[src/hw/rtl/trt_pkg.sv]
// Shared types and constants of the transaction retry tracker.
// Used by trt_ctrl, trt_dp and transaction_retry_tracker_top; no dependencies.
package trt_pkg;

	localparam int MAX_IDS = 32;
	localparam int IW      = $clog2(MAX_IDS);
	localparam int CW      = $clog2(MAX_IDS) + 1;

	localparam int FUNC_W  = 3;
	localparam int ID_W    = 5;
	localparam int KIND_W  = 3;
	localparam int RC_W    = 4;
	localparam int TMO_W   = 20;
	localparam int INIT_W  = 12;
	localparam int FACT_W  = 4;
	localparam int PROD_W  = INIT_W + FACT_W;
	localparam int ENT_W   = RC_W + TMO_W;
	localparam int CFG_IW  = 2;
	localparam int CFG_DW  = 12;

	localparam logic [FUNC_W-1:0] FUNC_ISSUE = 3'd0;
	localparam logic [FUNC_W-1:0] FUNC_RESP  = 3'd1;
	localparam logic [FUNC_W-1:0] FUNC_TICK  = 3'd2;
	localparam logic [FUNC_W-1:0] FUNC_REQ   = 3'd3;
	localparam logic [FUNC_W-1:0] FUNC_FLUSH = 3'd4;

	localparam logic [KIND_W-1:0] KIND_SEND    = 3'd0;
	localparam logic [KIND_W-1:0] KIND_RETX    = 3'd1;
	localparam logic [KIND_W-1:0] KIND_ACK     = 3'd2;
	localparam logic [KIND_W-1:0] KIND_ERR     = 3'd3;
	localparam logic [KIND_W-1:0] KIND_TIMEOUT = 3'd4;
	localparam logic [KIND_W-1:0] KIND_RESP    = 3'd5;

	localparam logic [CFG_IW-1:0] REG_ENABLE  = 2'd0;
	localparam logic [CFG_IW-1:0] REG_MAX_RTY = 2'd1;
	localparam logic [CFG_IW-1:0] REG_INIT    = 2'd2;
	localparam logic [CFG_IW-1:0] REG_FACTOR  = 2'd3;

	localparam logic              RST_ENABLE  = 1'b1;
	localparam logic [RC_W-1:0]   RST_MAX_RTY = 4'd3;
	localparam logic [INIT_W-1:0] RST_INIT    = 12'd500;
	localparam logic [FACT_W-1:0] RST_FACTOR  = 4'd2;

	typedef enum logic [1:0] {
		ST_IDLE,
		ST_RESP,
		ST_TICK,
		ST_LAST
	} state_t;

	typedef struct packed {
		logic [KIND_W-1:0] kind;
		logic [IW-1:0]     id;
		logic [RC_W-1:0]   rc;
		logic [TMO_W-1:0]  tmo;
		logic              ovw;
	} result_t;

	// controller -> datapath
	typedef struct packed {
		logic do_issue;     // issue accepted
		logic do_req;       // request accepted while enabled
		logic do_flush;     // flush accepted
		logic resp_rd;      // response hit accepted, read its entry
		logic resp_take;    // entry data back, complete the response
		logic walk_start;   // tick accepted
		logic walk_step;    // advance the timer walk one entry
		logic hold_last;    // move held result to output, last set
	} ctrl_cmd_t;

	// datapath -> controller
	typedef struct packed {
		logic enabled;
		logic resp_hit;
		logic out_free;
		logic hold_valid;
		logic ev_result;
		logic walk_done;
	} dp_status_t;

endpackage

[src/hw/rtl/trt_ram.sv]
// Generic single-write, single-read RAM with registered read data.
// No dependencies.
module trt_ram #(
	parameter int WIDTH = 8,
	parameter int DEPTH = 32
) (
	input  logic                     clk,
	input  logic                     we,
	input  logic [$clog2(DEPTH)-1:0] waddr,
	input  logic [WIDTH-1:0]         wdata,
	input  logic                     re,
	input  logic [$clog2(DEPTH)-1:0] raddr,
	output logic [WIDTH-1:0]         rdata
);

	logic [WIDTH-1:0] mem_q [DEPTH];

	always_ff @(posedge clk) begin
		if (we) begin
			mem_q[waddr] <= wdata;
		end
		if (re) begin
			rdata <= mem_q[raddr];
		end
	end

endmodule

[src/hw/rtl/trt_ctrl.sv]
// Controller state machine of the transaction retry tracker.
// Depends on trt_pkg; drives trt_dp through ctrl_cmd_t.
module trt_ctrl import trt_pkg::*; (
	input  logic              clk,
	input  logic              arst_n,
	input  logic              in_valid,
	input  logic [FUNC_W-1:0] func,
	input  dp_status_t        st,
	output logic              in_ready,
	output ctrl_cmd_t         cmd
);

	state_t state_q, state_d;
	logic   stall;

	// a new tick result can't enter while the held one can't leave
	assign stall = st.ev_result && st.hold_valid && !st.out_free;

	always_ff @(posedge clk or negedge arst_n) begin
		if (!arst_n) begin
			state_q <= ST_IDLE;
		end else begin
			state_q <= state_d;
		end
	end

	always_comb begin
		state_d = state_q;
		case (state_q)
			ST_IDLE: begin
				if (in_valid) begin
					case (func)
						FUNC_ISSUE: state_d = ST_LAST;
						FUNC_RESP:  if (st.resp_hit) state_d = ST_RESP;
						FUNC_TICK:  state_d = ST_TICK;
						FUNC_REQ:   if (st.enabled) state_d = ST_LAST;
						default:    state_d = ST_IDLE;
					endcase
				end
			end
			ST_RESP: state_d = ST_LAST;
			ST_TICK: begin
				if (st.walk_done) begin
					state_d = st.hold_valid ? ST_LAST : ST_IDLE;
				end
			end
			ST_LAST: if (st.out_free) state_d = ST_IDLE;
			default: state_d = ST_IDLE;
		endcase
	end

	always_comb begin
		in_ready = 1'b0;
		cmd      = '0;
		case (state_q)
			ST_IDLE: begin
				in_ready = 1'b1;
				if (in_valid) begin
					case (func)
						FUNC_ISSUE: cmd.do_issue   = 1'b1;
						FUNC_RESP:  cmd.resp_rd    = st.resp_hit;
						FUNC_TICK:  cmd.walk_start = 1'b1;
						FUNC_REQ:   cmd.do_req     = st.enabled;
						FUNC_FLUSH: cmd.do_flush   = 1'b1;
						default:    cmd            = '0;
					endcase
				end
			end
			ST_RESP: cmd.resp_take = 1'b1;
			ST_TICK: cmd.walk_step = !st.walk_done && !stall;
			ST_LAST: cmd.hold_last = st.out_free;
			default: cmd = '0;
		endcase
	end

endmodule

[src/hw/rtl/trt_dp.sv]
// Datapath of the transaction retry tracker: config registers, pending bits,
// entry RAM, timer walk, result hold and output registers.
// Depends on trt_pkg and trt_ram.
module trt_dp import trt_pkg::*; (
	input  logic              clk,
	input  logic              arst_n,
	input  ctrl_cmd_t         cmd,
	output dp_status_t        st,
	input  logic              cfg_we,
	input  logic [CFG_IW-1:0] cfg_index,
	input  logic [CFG_DW-1:0] cfg_wdata,
	input  logic [ID_W-1:0]   txn_id,
	input  logic              resp_success,
	output logic              out_valid,
	input  logic              out_ready,
	output logic [KIND_W-1:0] kind,
	output logic [ID_W-1:0]   out_id,
	output logic [RC_W-1:0]   retry_count,
	output logic [TMO_W-1:0]  next_timeout,
	output logic              overwrote_pending,
	output logic              last
);

	// configuration
	logic              enable_q;
	logic [RC_W-1:0]   max_rty_q;
	logic [INIT_W-1:0] init_q;
	logic [FACT_W-1:0] factor_q;
	logic [PROD_W-1:0] prod_q, prod_d;

	logic [IW-1:0]      next_id_q;
	logic [MAX_IDS-1:0] pending_q;
	logic               ok_q;
	logic [IW-1:0]      rid_q;

	// walk
	logic [CW-1:0] idx_q;
	logic [IW-1:0] idx_s1;
	logic          valid_s1;
	logic          idx_more;

	// ram
	logic             ram_we, ram_re;
	logic [IW-1:0]    ram_waddr, ram_raddr;
	logic [ENT_W-1:0] ram_wdata, ram_rdata;

	// entry evaluation
	logic [RC_W-1:0]        ev_rc, rc_inc;
	logic [TMO_W-1:0]       ev_tmo;
	logic [PROD_W+RC_W-1:0] mul_full;
	logic                   ev_active, ev_dec, ev_retx, ev_result, ev_commit;
	result_t                ev_res;

	result_t hold_q;
	logic    hold_valid_q;
	result_t out_q;
	logic    out_valid_q, out_last_q, out_free;
	logic    push_mid;

	logic [TMO_W-1:0] init_tmo;
	logic [IW-1:0]    tid_idx;
	logic             tid_in_range;

	assign init_tmo     = TMO_W'(init_q);
	assign tid_idx      = IW'(txn_id);
	assign tid_in_range = 32'(txn_id) < MAX_IDS;
	assign idx_more     = idx_q < CW'(MAX_IDS);
	assign out_free     = !out_valid_q || out_ready;

	always_ff @(posedge clk or negedge arst_n) begin
		if (!arst_n) begin
			enable_q  <= RST_ENABLE;
			max_rty_q <= RST_MAX_RTY;
			init_q    <= RST_INIT;
			factor_q  <= RST_FACTOR;
			prod_q    <= PROD_W'(RST_INIT) * PROD_W'(RST_FACTOR);
		end else begin
			prod_q <= prod_d;
			if (cfg_we) begin
				case (cfg_index)
					REG_ENABLE:  enable_q  <= cfg_wdata[0];
					REG_MAX_RTY: max_rty_q <= cfg_wdata[RC_W-1:0];
					REG_INIT:    init_q    <= cfg_wdata[INIT_W-1:0];
					REG_FACTOR:  factor_q  <= cfg_wdata[FACT_W-1:0];
					default:     enable_q  <= enable_q;
				endcase
			end
		end
	end

	// base of the backoff reload, updated from the config registers
	assign prod_d = PROD_W'(init_q) * PROD_W'(factor_q);

	// ---- entry RAM: {retries_done, timer_left} ----
	always_comb begin
		ram_raddr = cmd.resp_rd ? tid_idx : idx_q[IW-1:0];
		ram_re    = cmd.resp_rd || (cmd.walk_step && idx_more);
		if (cmd.do_issue) begin
			ram_we    = 1'b1;
			ram_waddr = next_id_q;
			ram_wdata = {{RC_W{1'b0}}, init_tmo};
		end else begin
			ram_we    = ev_commit && ev_active && (ev_dec || ev_retx);
			ram_waddr = idx_s1;
			ram_wdata = ev_dec ? {ev_rc, ev_tmo - 1'b1} : {rc_inc, TMO_W'(mul_full)};
		end
	end

	trt_ram #(
		.WIDTH(ENT_W),
		.DEPTH(MAX_IDS)
	) u_ram (
		.clk   (clk),
		.we    (ram_we),
		.waddr (ram_waddr),
		.wdata (ram_wdata),
		.re    (ram_re),
		.raddr (ram_raddr),
		.rdata (ram_rdata)
	);

	// ---- evaluation of the entry held in the RAM read data register ----
	assign ev_rc     = ram_rdata[ENT_W-1:TMO_W];
	assign ev_tmo    = ram_rdata[TMO_W-1:0];
	assign rc_inc    = ev_rc + 1'b1;
	assign mul_full  = (PROD_W+RC_W)'(prod_q) * (PROD_W+RC_W)'(rc_inc);
	assign ev_active = valid_s1 && pending_q[idx_s1];
	assign ev_dec    = ev_tmo > TMO_W'(1);
	assign ev_retx   = ev_rc < max_rty_q;
	assign ev_result = ev_active && !ev_dec;
	assign ev_commit = cmd.walk_step;

	always_comb begin
		ev_res.id  = idx_s1;
		ev_res.ovw = 1'b0;
		if (ev_retx) begin
			ev_res.kind = KIND_RETX;
			ev_res.rc   = rc_inc;
			ev_res.tmo  = TMO_W'(mul_full);
		end else begin
			ev_res.kind = KIND_TIMEOUT;
			ev_res.rc   = ev_rc;
			ev_res.tmo  = '0;
		end
	end

	// ---- walk counter ----
	always_ff @(posedge clk or negedge arst_n) begin
		if (!arst_n) begin
			idx_q    <= '0;
			valid_s1 <= 1'b0;
		end else if (cmd.walk_start) begin
			idx_q    <= '0;
			valid_s1 <= 1'b0;
		end else if (cmd.walk_step) begin
			valid_s1 <= idx_more;
			if (idx_more) begin
				idx_q <= idx_q + 1'b1;
			end
		end
	end

	always_ff @(posedge clk) begin
		if (cmd.walk_step) begin
			idx_s1 <= idx_q[IW-1:0];
		end
		if (cmd.resp_rd) begin
			rid_q <= tid_idx;
			ok_q  <= resp_success;
		end
	end

	// ---- pending bits and id counter ----
	always_ff @(posedge clk or negedge arst_n) begin
		if (!arst_n) begin
			pending_q <= '0;
			next_id_q <= '0;
		end else begin
			if (cmd.do_flush) begin
				pending_q <= '0;
			end
			if (cmd.do_issue) begin
				pending_q[next_id_q] <= 1'b1;
				next_id_q <= (next_id_q == IW'(MAX_IDS - 1)) ? '0 : next_id_q + 1'b1;
			end
			if (cmd.resp_take) begin
				pending_q[rid_q] <= 1'b0;
			end
			if (ev_commit && ev_result && !ev_retx) begin
				pending_q[idx_s1] <= 1'b0;
			end
		end
	end

	// ---- result hold: keeps one result back until it is known to be last ----
	assign push_mid = ev_commit && ev_result && hold_valid_q;

	always_ff @(posedge clk or negedge arst_n) begin
		if (!arst_n) begin
			hold_valid_q <= 1'b0;
		end else if (cmd.do_issue || cmd.do_req || cmd.resp_take ||
				(ev_commit && ev_result)) begin
			hold_valid_q <= 1'b1;
		end else if (cmd.hold_last) begin
			hold_valid_q <= 1'b0;
		end
	end

	always_ff @(posedge clk) begin
		if (cmd.do_issue) begin
			hold_q <= '{kind: KIND_SEND, id: next_id_q, rc: '0, tmo: init_tmo,
				ovw: pending_q[next_id_q]};
		end else if (cmd.do_req) begin
			hold_q <= '{kind: KIND_RESP, id: tid_idx, rc: '0, tmo: '0, ovw: 1'b0};
		end else if (cmd.resp_take) begin
			hold_q <= '{kind: (ok_q ? KIND_ACK : KIND_ERR), id: rid_q, rc: ev_rc,
				tmo: '0, ovw: 1'b0};
		end else if (ev_commit && ev_result) begin
			hold_q <= ev_res;
		end
	end

	// ---- output register ----
	always_ff @(posedge clk or negedge arst_n) begin
		if (!arst_n) begin
			out_valid_q <= 1'b0;
		end else if (cmd.hold_last || push_mid) begin
			out_valid_q <= 1'b1;
		end else if (out_ready) begin
			out_valid_q <= 1'b0;
		end
	end

	always_ff @(posedge clk) begin
		if (cmd.hold_last || push_mid) begin
			out_q      <= hold_q;
			out_last_q <= cmd.hold_last;
		end
	end

	assign out_valid         = out_valid_q;
	assign kind              = out_q.kind;
	assign out_id            = ID_W'(out_q.id);
	assign retry_count       = out_q.rc;
	assign next_timeout      = out_q.tmo;
	assign overwrote_pending = out_q.ovw;
	assign last              = out_last_q;

	assign st.enabled    = enable_q;
	assign st.resp_hit   = enable_q && tid_in_range && pending_q[tid_idx];
	assign st.out_free   = out_free;
	assign st.hold_valid = hold_valid_q;
	assign st.ev_result  = ev_result;
	assign st.walk_done  = !idx_more && !valid_s1;

endmodule

[src/hw/rtl/transaction_retry_tracker_top.sv]
// Top level of the transaction retry tracker.
// Depends on trt_pkg, trt_ctrl, trt_dp (which holds trt_ram).
//
// Usage:
//   Input channel (in_valid/in_ready) carries one event item: func, txn_id,
//   resp_success. Output channel (out_valid/out_ready) carries result items;
//   'last' marks the final result of an event. Config writes (cfg_we,
//   cfg_index, cfg_wdata) take effect at once; write only while idle.
//   Issue, request and flush are acted on at accept; an issue or request result
//   passes through the hold register to the output register, a response hit
//   first reads its entry. A tick walks the entry table one entry per cycle
//   through the RAM read port, pausing while the output stalls.
//   in_ready is high only between events, so items are handled one at a time.
//   Results of a tick go through a one-deep hold register so 'last' can be
//   set on the final one; the walk pauses when a new result meets a full hold
//   and a stalled output register, and resumes when out_ready returns.
//   Reset (arst_n low) clears pending bits, the id counter, the controller
//   and output valid, and loads the config defaults (enable 1, max retries 3,
//   initial timeout 500, backoff factor 2). Entry RAM contents are not
//   cleared; entries are only used while pending.
module transaction_retry_tracker_top import trt_pkg::*; (
	input  logic              clk,
	input  logic              arst_n,
	input  logic              cfg_we,
	input  logic [CFG_IW-1:0] cfg_index,
	input  logic [CFG_DW-1:0] cfg_wdata,
	input  logic              in_valid,
	output logic              in_ready,
	input  logic [FUNC_W-1:0] func,
	input  logic [ID_W-1:0]   txn_id,
	input  logic              resp_success,
	output logic              out_valid,
	input  logic              out_ready,
	output logic [KIND_W-1:0] kind,
	output logic [ID_W-1:0]   out_id,
	output logic [RC_W-1:0]   retry_count,
	output logic [TMO_W-1:0]  next_timeout,
	output logic              overwrote_pending,
	output logic              last
);

	ctrl_cmd_t  cmd;
	dp_status_t st;

	// sequencing: decode on accept, walk on tick, drain hold at the end
	trt_ctrl u_ctrl (
		.clk      (clk),
		.arst_n   (arst_n),
		.in_valid (in_valid),
		.func     (func),
		.st       (st),
		.in_ready (in_ready),
		.cmd      (cmd)
	);

	// storage, arithmetic and the output register
	trt_dp u_dp (
		.clk               (clk),
		.arst_n            (arst_n),
		.cmd               (cmd),
		.st                (st),
		.cfg_we            (cfg_we),
		.cfg_index         (cfg_index),
		.cfg_wdata         (cfg_wdata),
		.txn_id            (txn_id),
		.resp_success      (resp_success),
		.out_valid         (out_valid),
		.out_ready         (out_ready),
		.kind              (kind),
		.out_id            (out_id),
		.retry_count       (retry_count),
		.next_timeout      (next_timeout),
		.overwrote_pending (overwrote_pending),
		.last              (last)
	);

endmodule
[config.mk]
export PLATFORM = sky130hd
export DESIGN_NAME = transaction_retry_tracker_top
export DESIGN_NICKNAME = d
export VERILOG_FILES = /design/src/hw/rtl/trt_pkg.sv /design/src/hw/rtl/trt_ram.sv /design/src/hw/rtl/trt_ctrl.sv /design/src/hw/rtl/trt_dp.sv /design/src/hw/rtl/transaction_retry_tracker_top.sv
export SDC_FILE = /design/constraint.sdc
export NUM_CORES = 2
export LEC_CHECK = 0
export BUFFER_PORTS_ARGS = -buffer_cell sky130_fd_sc_hd__buf_2
export CORE_MARGIN = 2
export CORE_UTILIZATION = 35
export CTS_CLUSTER_DIAMETER = 30
export DETAILED_ROUTE_END_ITERATION = 8
export PLACE_DENSITY = 0.52
export SYNTH_ARGS = -nofsm -noshare
export SYNTH_HDL_FRONTEND = slang
export SYNTH_SLANG_ARGS = --single-unit
export TNS_END_PERCENT = 10
[constraint.sdc]
create_clock -name clk -period 17.2 [get_ports clk]
set_input_delay 3.44 -clock clk [delete_from_list [all_inputs] [get_ports clk]]
set_output_delay 3.44 -clock clk [all_outputs]
set_load 0.05 [all_outputs]
---- Yosys cells after proc, flatten, opt, wreduce, memory -nomap -nowiden ----
Memories as Yosys holds them, arrays and structs flattened. A register that Yosys moved wholly into a read port is not among the register bits.
Index checks and enable logic that the tools add are counted.
word-level totals
  ROM bits ................................ 0
  bits in writable memories ............... 768
  register bits ........................... 163
  output and inout port bits .............. 36
  latch bits .............................. 0
  memories kept ........................... 1
  word-level logic and storage cells ...... 175
memory list
  memory            words  bits a word  read ports  clocked after memory_dff  write ports  RTL line       source
  u_dp.u_ram.mem_q  32     24           1           1                         1            trt_ram.sv:16  logic [WIDTH-1:0] mem_q [DEPTH];
cells by class
  bitwise gates (word level) .............. 5
  $lt $le $gt $ge ......................... 10
  add/sub/neg operators ................... 4
  divide/modulo/power cells ............... 0
  shifts and indexed selects .............. 0
  muxes and demuxes ....................... 60
  $mul .................................... 2
  reduce and logical (&&, ||, !) cells .... 49
  equal/unequal tests ..................... 16
operators by type and width
  cell                                                             count
  two-way mux 32 bit                                               4
  two-way mux 33 bit                                               3
  two-way mux 24 bit                                               3
  AND 32 bit                                                       2
  inverter 32 bit                                                  2
  bitwise OR 32 bit                                                1
  two-way mux 30 bit                                               1
  less-than comparator 5 x 6 -> 1 bit (second input constant)      4
  two-way mux 1 bit                                                23
  greater-than comparator 20 x 1 -> 1 bit (second input constant)  1
  multiplier 16 x 4 -> 20 bit                                      1
  subtractor 20 x 1 -> 20 bit (second input constant)              1
  two-way mux 6 bit                                                3
  logical AND 1 bit                                                16
  multiplier 12 x 4 -> 16 bit                                      1
  one-hot mux 2 bit (4 select lines)                               2
  binary-select mux 1 bit (select 5 bit)                           3
  demux 1 bit (select 5 bit)                                       3
  >= comparator 5 x 1 -> 1 bit (second input constant)             3
  two-way mux 5 bit                                                3
  two-way mux 2 bit                                                6
  AND reduction 2 bit                                              5
  nonzero test 2 bit                                               5
  == test 2 bit (second input constant)                            4
  other kinds (26)                                                 46

---- Depth between registers and ports, before layout ----
  depth after elaboration ................. 14
  gate-level depth with buffers ........... 19

---- Modules after synthesis ----
From an unflattened synthesis, not the netlist that was laid out.
unflattened totals
  cell total of the unflattened synthesis .. 2926
  area, all modules ....................... 42608.4 µm²
modules (own cells, without submodules)
  module    instances  seq. area each (µm²)  cells an instance  area an instance (µm²)
  trt_ram   1          23782.8               1711               30723.2
  trt_dp    1          4289.1                1184               11622.4
  trt_ctrl  1          50.0                  31                 262.8

---- Worst setup path before layout ----
Ideal clock, no wire load.
  path type ............................... in2reg
  from .................................... input port func[2]
  to ...................................... memory u_dp.u_ram.mem_q[12][0] in the netlist's numbering (enable)
  arrival time ............................ 5.838 ns
  buffers on the path ..................... 2
  setup slack ............................. 10.957 ns
  stages .................................. 7
  data required time ...................... 16.795 ns
  cells stage by stage .................... nor3_1 > and2_1 > clkbuf_1 > clkbuf_1 > a21oi_1 > or2_2 > nor2_1
on the way
  word-level cells in the longest chain between the ends .. 7
  elaborated cells between the ends (all ways) .. 8
  classes of those cells .................. mux: 7; reduce/logical: 1
RTL lines
  what                                     RTL line                             source
  start, declared                          transaction_retry_tracker_top.sv:29  input logic [FUNC_W-1:0] func,
  logical NOT 3 bit (*)                    trt_ctrl.sv:59                       case (func)
  two-way mux 1 bit (*)                    trt_ctrl.sv:59
  two-way mux 8 bit (*)                    trt_ctrl.sv:58                       if (in_valid) begin
  two-way mux 4 bit (*)                    trt_ctrl.sv:55                       case (state_q)
  two-way mux 1 bit                        trt_dp.sv:98                         if (cmd.do_issue) begin
  two-way mux 1 bit                        trt_ram.sv:19                        if (we) begin
  two-way mux 1 bit (not written as such)  trt_ram.sv:20                        mem_q[waddr] <= wdata;
  end, declared                            trt_ram.sv:16
Every way passes the cells marked *; elsewhere a longest branch is shown, timed or not.

---- Worst setup path in the final report ----
  from .................................... input port txn_id[0]
  to ...................................... register u_dp.u_ram.rdata[1], read port of u_dp.u_ram.mem_q (data pin)
on the way
  word-level cells in the longest chain between the ends .. 7
  elaborated cells between the ends (all ways) .. 8
  classes of those cells .................. mux: 6; reduce/logical: 2
RTL lines
  what                                                   RTL line                             source
  start, declared                                        transaction_retry_tracker_top.sv:30  input logic [ID_W-1:0] txn_id,
  binary-select mux 1 bit (select 5 bit)                 trt_dp.sv:250                        assign st.resp_hit = enable_q && tid_in_range && pending_q[tid_idx];
  two-way mux 1 bit (not written as such)                trt_dp.sv:250
  logical AND 1 bit                                      trt_dp.sv:250
  two-way mux 1 bit                                      trt_ctrl.sv:59
  two-way mux 8 bit                                      trt_ctrl.sv:58
  two-way mux 4 bit                                      trt_ctrl.sv:55
  two-way mux 5 bit or logical OR 1 bit (tied branches)  trt_dp.sv:96, trt_dp.sv:97
  end, declared                                          trt_ram.sv:13                        output logic [WIDTH-1:0] rdata
Several ways; a longest one is shown, not always the timed one. The select of a mux whose other input is x is not followed.
A chain may end at the register's enable or synchronous reset.

==> summary.md <==
| Metric | Value |
|---|---|
| Status | `finished, final reports clean` |
| Post-CTS setup buffer count | `0` |
| DP Cell Count | `roughly 4500` |
| Tcrit/Tclk final | `0.474` |
| Post-route DRC violation count | `0` |
| First-pass GRT wire length | `185000 um` |
| Post-synthesis mux area share | `0.0700` |
| Flops & latches, synth | `955` |
| Synth Area per Inst | `about 14 um^2` |
| R2R depth | `17` |
| Cell count after synthesis | `2965` |
| Simple-Gate Fraction of Synth Area | `0.0983` |
| Clk root buf | `clkbuf_16` |
| Wire per inst | `26.2 um` |
| Die H | `350 um` |
| Final hold viol count | `0` |
| Final critical-path required period | `8150 ps` |
| Hold path cells | `0` |
| Vias in the first global route | `26645` |
| Core box area | `118000 um^2` |
| Asr flop ratio synth | `0.0890` |
| Cts bufs inserted | `192` |
| Final Total Pwr | `around 0.010 W` |
| Main combinational cell family by area after synthesis | `simple AND/OR/NAND/NOR gates` |
| Most frequent cells in the layout | `edfxtp_1, nand2_1, mux2i_1` |
| IO Port Bufs | `63` |
| Via count | `approximately 27000` |
| Starting density of the core | `0.354` |
| Die area | `122000 um^2` |
| Post-synthesis instance area | `around 42000 um^2` |
| Max Clk Rate | `123 MHz` |
| Largest net degree at the start of global routing | `122` |
| Post-route design area | `50900 um^2` |
| Clock Latency Late Sink | `780 ps` |
| CTS resizes | `0` |
| Area grow syn2layout | `21.4%` |
| Req. time, crit path | `17810 ps` |
| Leak | `18.2 nW` |
| Synth top area share | `0.613` |
| Adder-Cell Fraction of Synth Area | `0.0397` |
| Startpoint types | `input port` |
| MaxCap Viol Count | `0` |
| Top cells by area, synth | `edfxtp_1, mux2i_1, nand2_1, a32oi_1, dfrtp_1` |
| HPWL after DPL | `72500 um` |
| Main synth FF type | `edfxtp_1` |
| Setup TNS | `0 ps` |
| CP max stage cell | `mux2_8` |
| CTS tree | `built` |
| WP data arrival | `8760 ps` |
| Seq pwr share | `0.318` |
| Initial DRC count | `3341` |
| Row Count | `126` |
| First-pass iteration count of the detailed router | `7` |
| Reg clk slew, reported paths | `50 ps` |
| Worst reg2reg path endpoint | `u_dp.u_ram.mem_q[31][18]` |
| CP top delay family | `buffers and inverters` |
| Vias per cell | `5.50` |
| GPL Wtd Cong | `0.812` |
| Aggregate routed wire length | `128000 um` |
| Post-synthesis compound-gate area fraction | `0.0787` |
| Slew Viols, Final | `0` |
| Max VDD drop | `0.198 mV` |
| Hold WS | `423 ps` |
| Final nets | `3253` |
| P_int | `0.00662 W` |
| Number of H-tree levels | `4` |
| Commonest non-fill, non-tap cell in the layout | `edfxtp_1` |
| Least-Margin Pin Slew | `1450 ps` |
| Number of fill cells in the layout | `10540` |
| DIE WIDTH | `350 um` |
| Combinational share of power | `0.321` |
| Worst reg2reg setup slack | `10080 ps` |
| Largest area contributor in the netlist | `edfxtp_1` |
| Clock group share of total power | `0.361` |
| Ant diodes | `0` |
| Switching part of the total power | `0.362` |
| Synth unique cells | `73` |
| CTS Hold Buffers Added | `0` |
| Post-Place Cell Area | `between 40000 and 50000 um^2` |
| Overflow left after global routing | `0` |
| Hold Path Sink | `u_dp.out_id[1]` |
| Layout cell share with drive strength beyond 1 | `0.180` |
| Crit path kind | `in2reg` |
| RSZ-0062 raised after global routing | `no` |
| Crit Path Max Fanout | `121` |
| Seq/Total Area, Yosys | `0.672` |
| ANT nets after route | `0` |
| Initial antenna violation count | `3` |
| Power per cell area | `204 nW/um^2` |
| Final cell count without fillers | `4887` |
| Slew Limit Headroom | `0.0339` |
| Hold path startpoint | `u_dp.hold_q[26]` |
| FF-to-FF Start | `u_dp.u_ram.rdata[20]` |
| Ys Warns | `0` |
| Synthesized net count | `3097` |
| Max Clock Skew | `60.3 ps` |
| Critical-path cell list | `buf_2, mux2i_1, a22oi_1, nand3_1, o31ai_4, o21ai_4, mux2_8, buf_4, buf_4, mux2i_1, a32oi_1, nand4_1, nor2_1` |
| Total GRT Usage | `0.208` |
| IO Pins | `64` |
| EDFF count, synth | `855` |
| P_sw | `roughly 0.0038 W` |
| CP startpoint | `txn_id[0]` |
| CTS max path bufs | `3` |
| Nature of the critical path endpoint | `flip-flop` |
| Max stage delay on crit path | `slightly below 900 ps` |
| CP Buf/Inv Count | `3` |
| Number of setup violations in the final report | `0` |
| # clock sinks | `roughly 960` |
| Min-Delay Path Class | `reg2reg` |
| Post-Synth XOR/XNOR Area | `0.0100` |
## power by group through the flow
| stage | Sequential, W | Combinational, W | Clock, W |
|---|---|---|---|
| after floorplan | 0.00330 | 0.00219 | 0 |
| after global placement | 0.00333 | 0.00325 | 0 |
| after detailed placement | 0.00334 | 0.00330 | 0 |
| after CTS | 0.00330 | 0.00333 | 0.00379 |
| after global routing | 0.00331 | 0.00364 | 0.00391 |
| final | 0.00330 | 0.00333 | 0.00375 |
## registers in the layout, summed over array words and instances (netlist names), 2 cells and up
register / flops
u_ctrl.state_q: 2
u_dp.factor_q: 4
u_dp.hold_q: 33
u_dp.idx_q: 6
u_dp.idx_s1: 5
u_dp.init_q: 12
u_dp.kind: 3
u_dp.max_rty_q: 4
u_dp.next_id_q: 5
u_dp.next_timeout: 20
u_dp.out_id: 5
u_dp.pending_q: 32
u_dp.prod_q: 16
u_dp.retry_count: 4
u_dp.rid_q: 5
u_dp.u_ram.mem_q: 768
u_dp.u_ram.rdata: 24
## kinds of logic (layout without fill, tap and decap cells)
kind of cell / Yosys count / in the layout
XOR/XNOR: 48 / 48
AND/OR/NAND/NOR: 915 / 915
adder cells (fa/ha/maj): 104 / 104
buffers and inverters: 258 / 580
flip-flops: 955 / 955
multiplexers: 264 / 264
AO/OA/AOI/OAI: 421 / 421
## per-layer routing
metal  track usage  share of wire
met4        0.0719          0.029
met3        0.0378          0.076
met1         0.283           0.42
met5             0              0
met2         0.334           0.47
## worst max-delay path by stage
stage                               to  slack (ps)  cells after the start
2_1_floorplan  u_dp.u_ram.mem_q[12][0]       10960                      7
3_3_place_gp       u_dp.u_ram.rdata[1]        8370                     13
3_5_place_dp       u_dp.u_ram.rdata[1]        8240                     13
4_1_cts            u_dp.u_ram.rdata[1]        9020                     13
5_1_grt            u_dp.u_ram.rdata[3]        8700                     13
6_report           u_dp.u_ram.rdata[1]        9050                     13
## metrics by stage
stage,worst slack [ps],util
floorplan,10960,-
global placement,8370,0.373
detailed placement,8240,0.373
CTS,9020,0.429
global route,8700,0.430
finish,9050,0.430
## synth_stat cells, types with 12 or more instances
master    count
buf_4        29
and2_1       81
a22oi_1      29
nand4_1      52
nand2b_1     14
o21ai_0      37
dfxtp_1      15
fa_1         48
nor3b_1      13
clkbuf_1     47
a32oi_1     204
a21oi_1      49
inv_1        85
xnor2_1      32
nand3_1      12
nand2_1     526
dfrtp_1      69
xor2_1       16
mux4_2       18
nor2_1      136
dfstp_2      16
buf_6        20
buf_2        64
mux2i_1     215
edfxtp_1    855
nor3_1       17
a221oi_1     34
ha_1         56
mux2_2       24
## cell type report
type / count / area, um^2 / share of cell area
sequential: 955 / 28100 / 0.553
multi-input combinational: 1752 / 12900 / 0.253
clock buffer: 224 / 4950 / 0.0974
tap: 1600 / 2000 / 0.0394
clock inverter: 136 / 1710 / 0.0336
timing repair buffer: 133 / 858 / 0.0169
inverter: 87 / 327 / 0.00642
No activity file was read; power rests on OpenSTA's default activity.
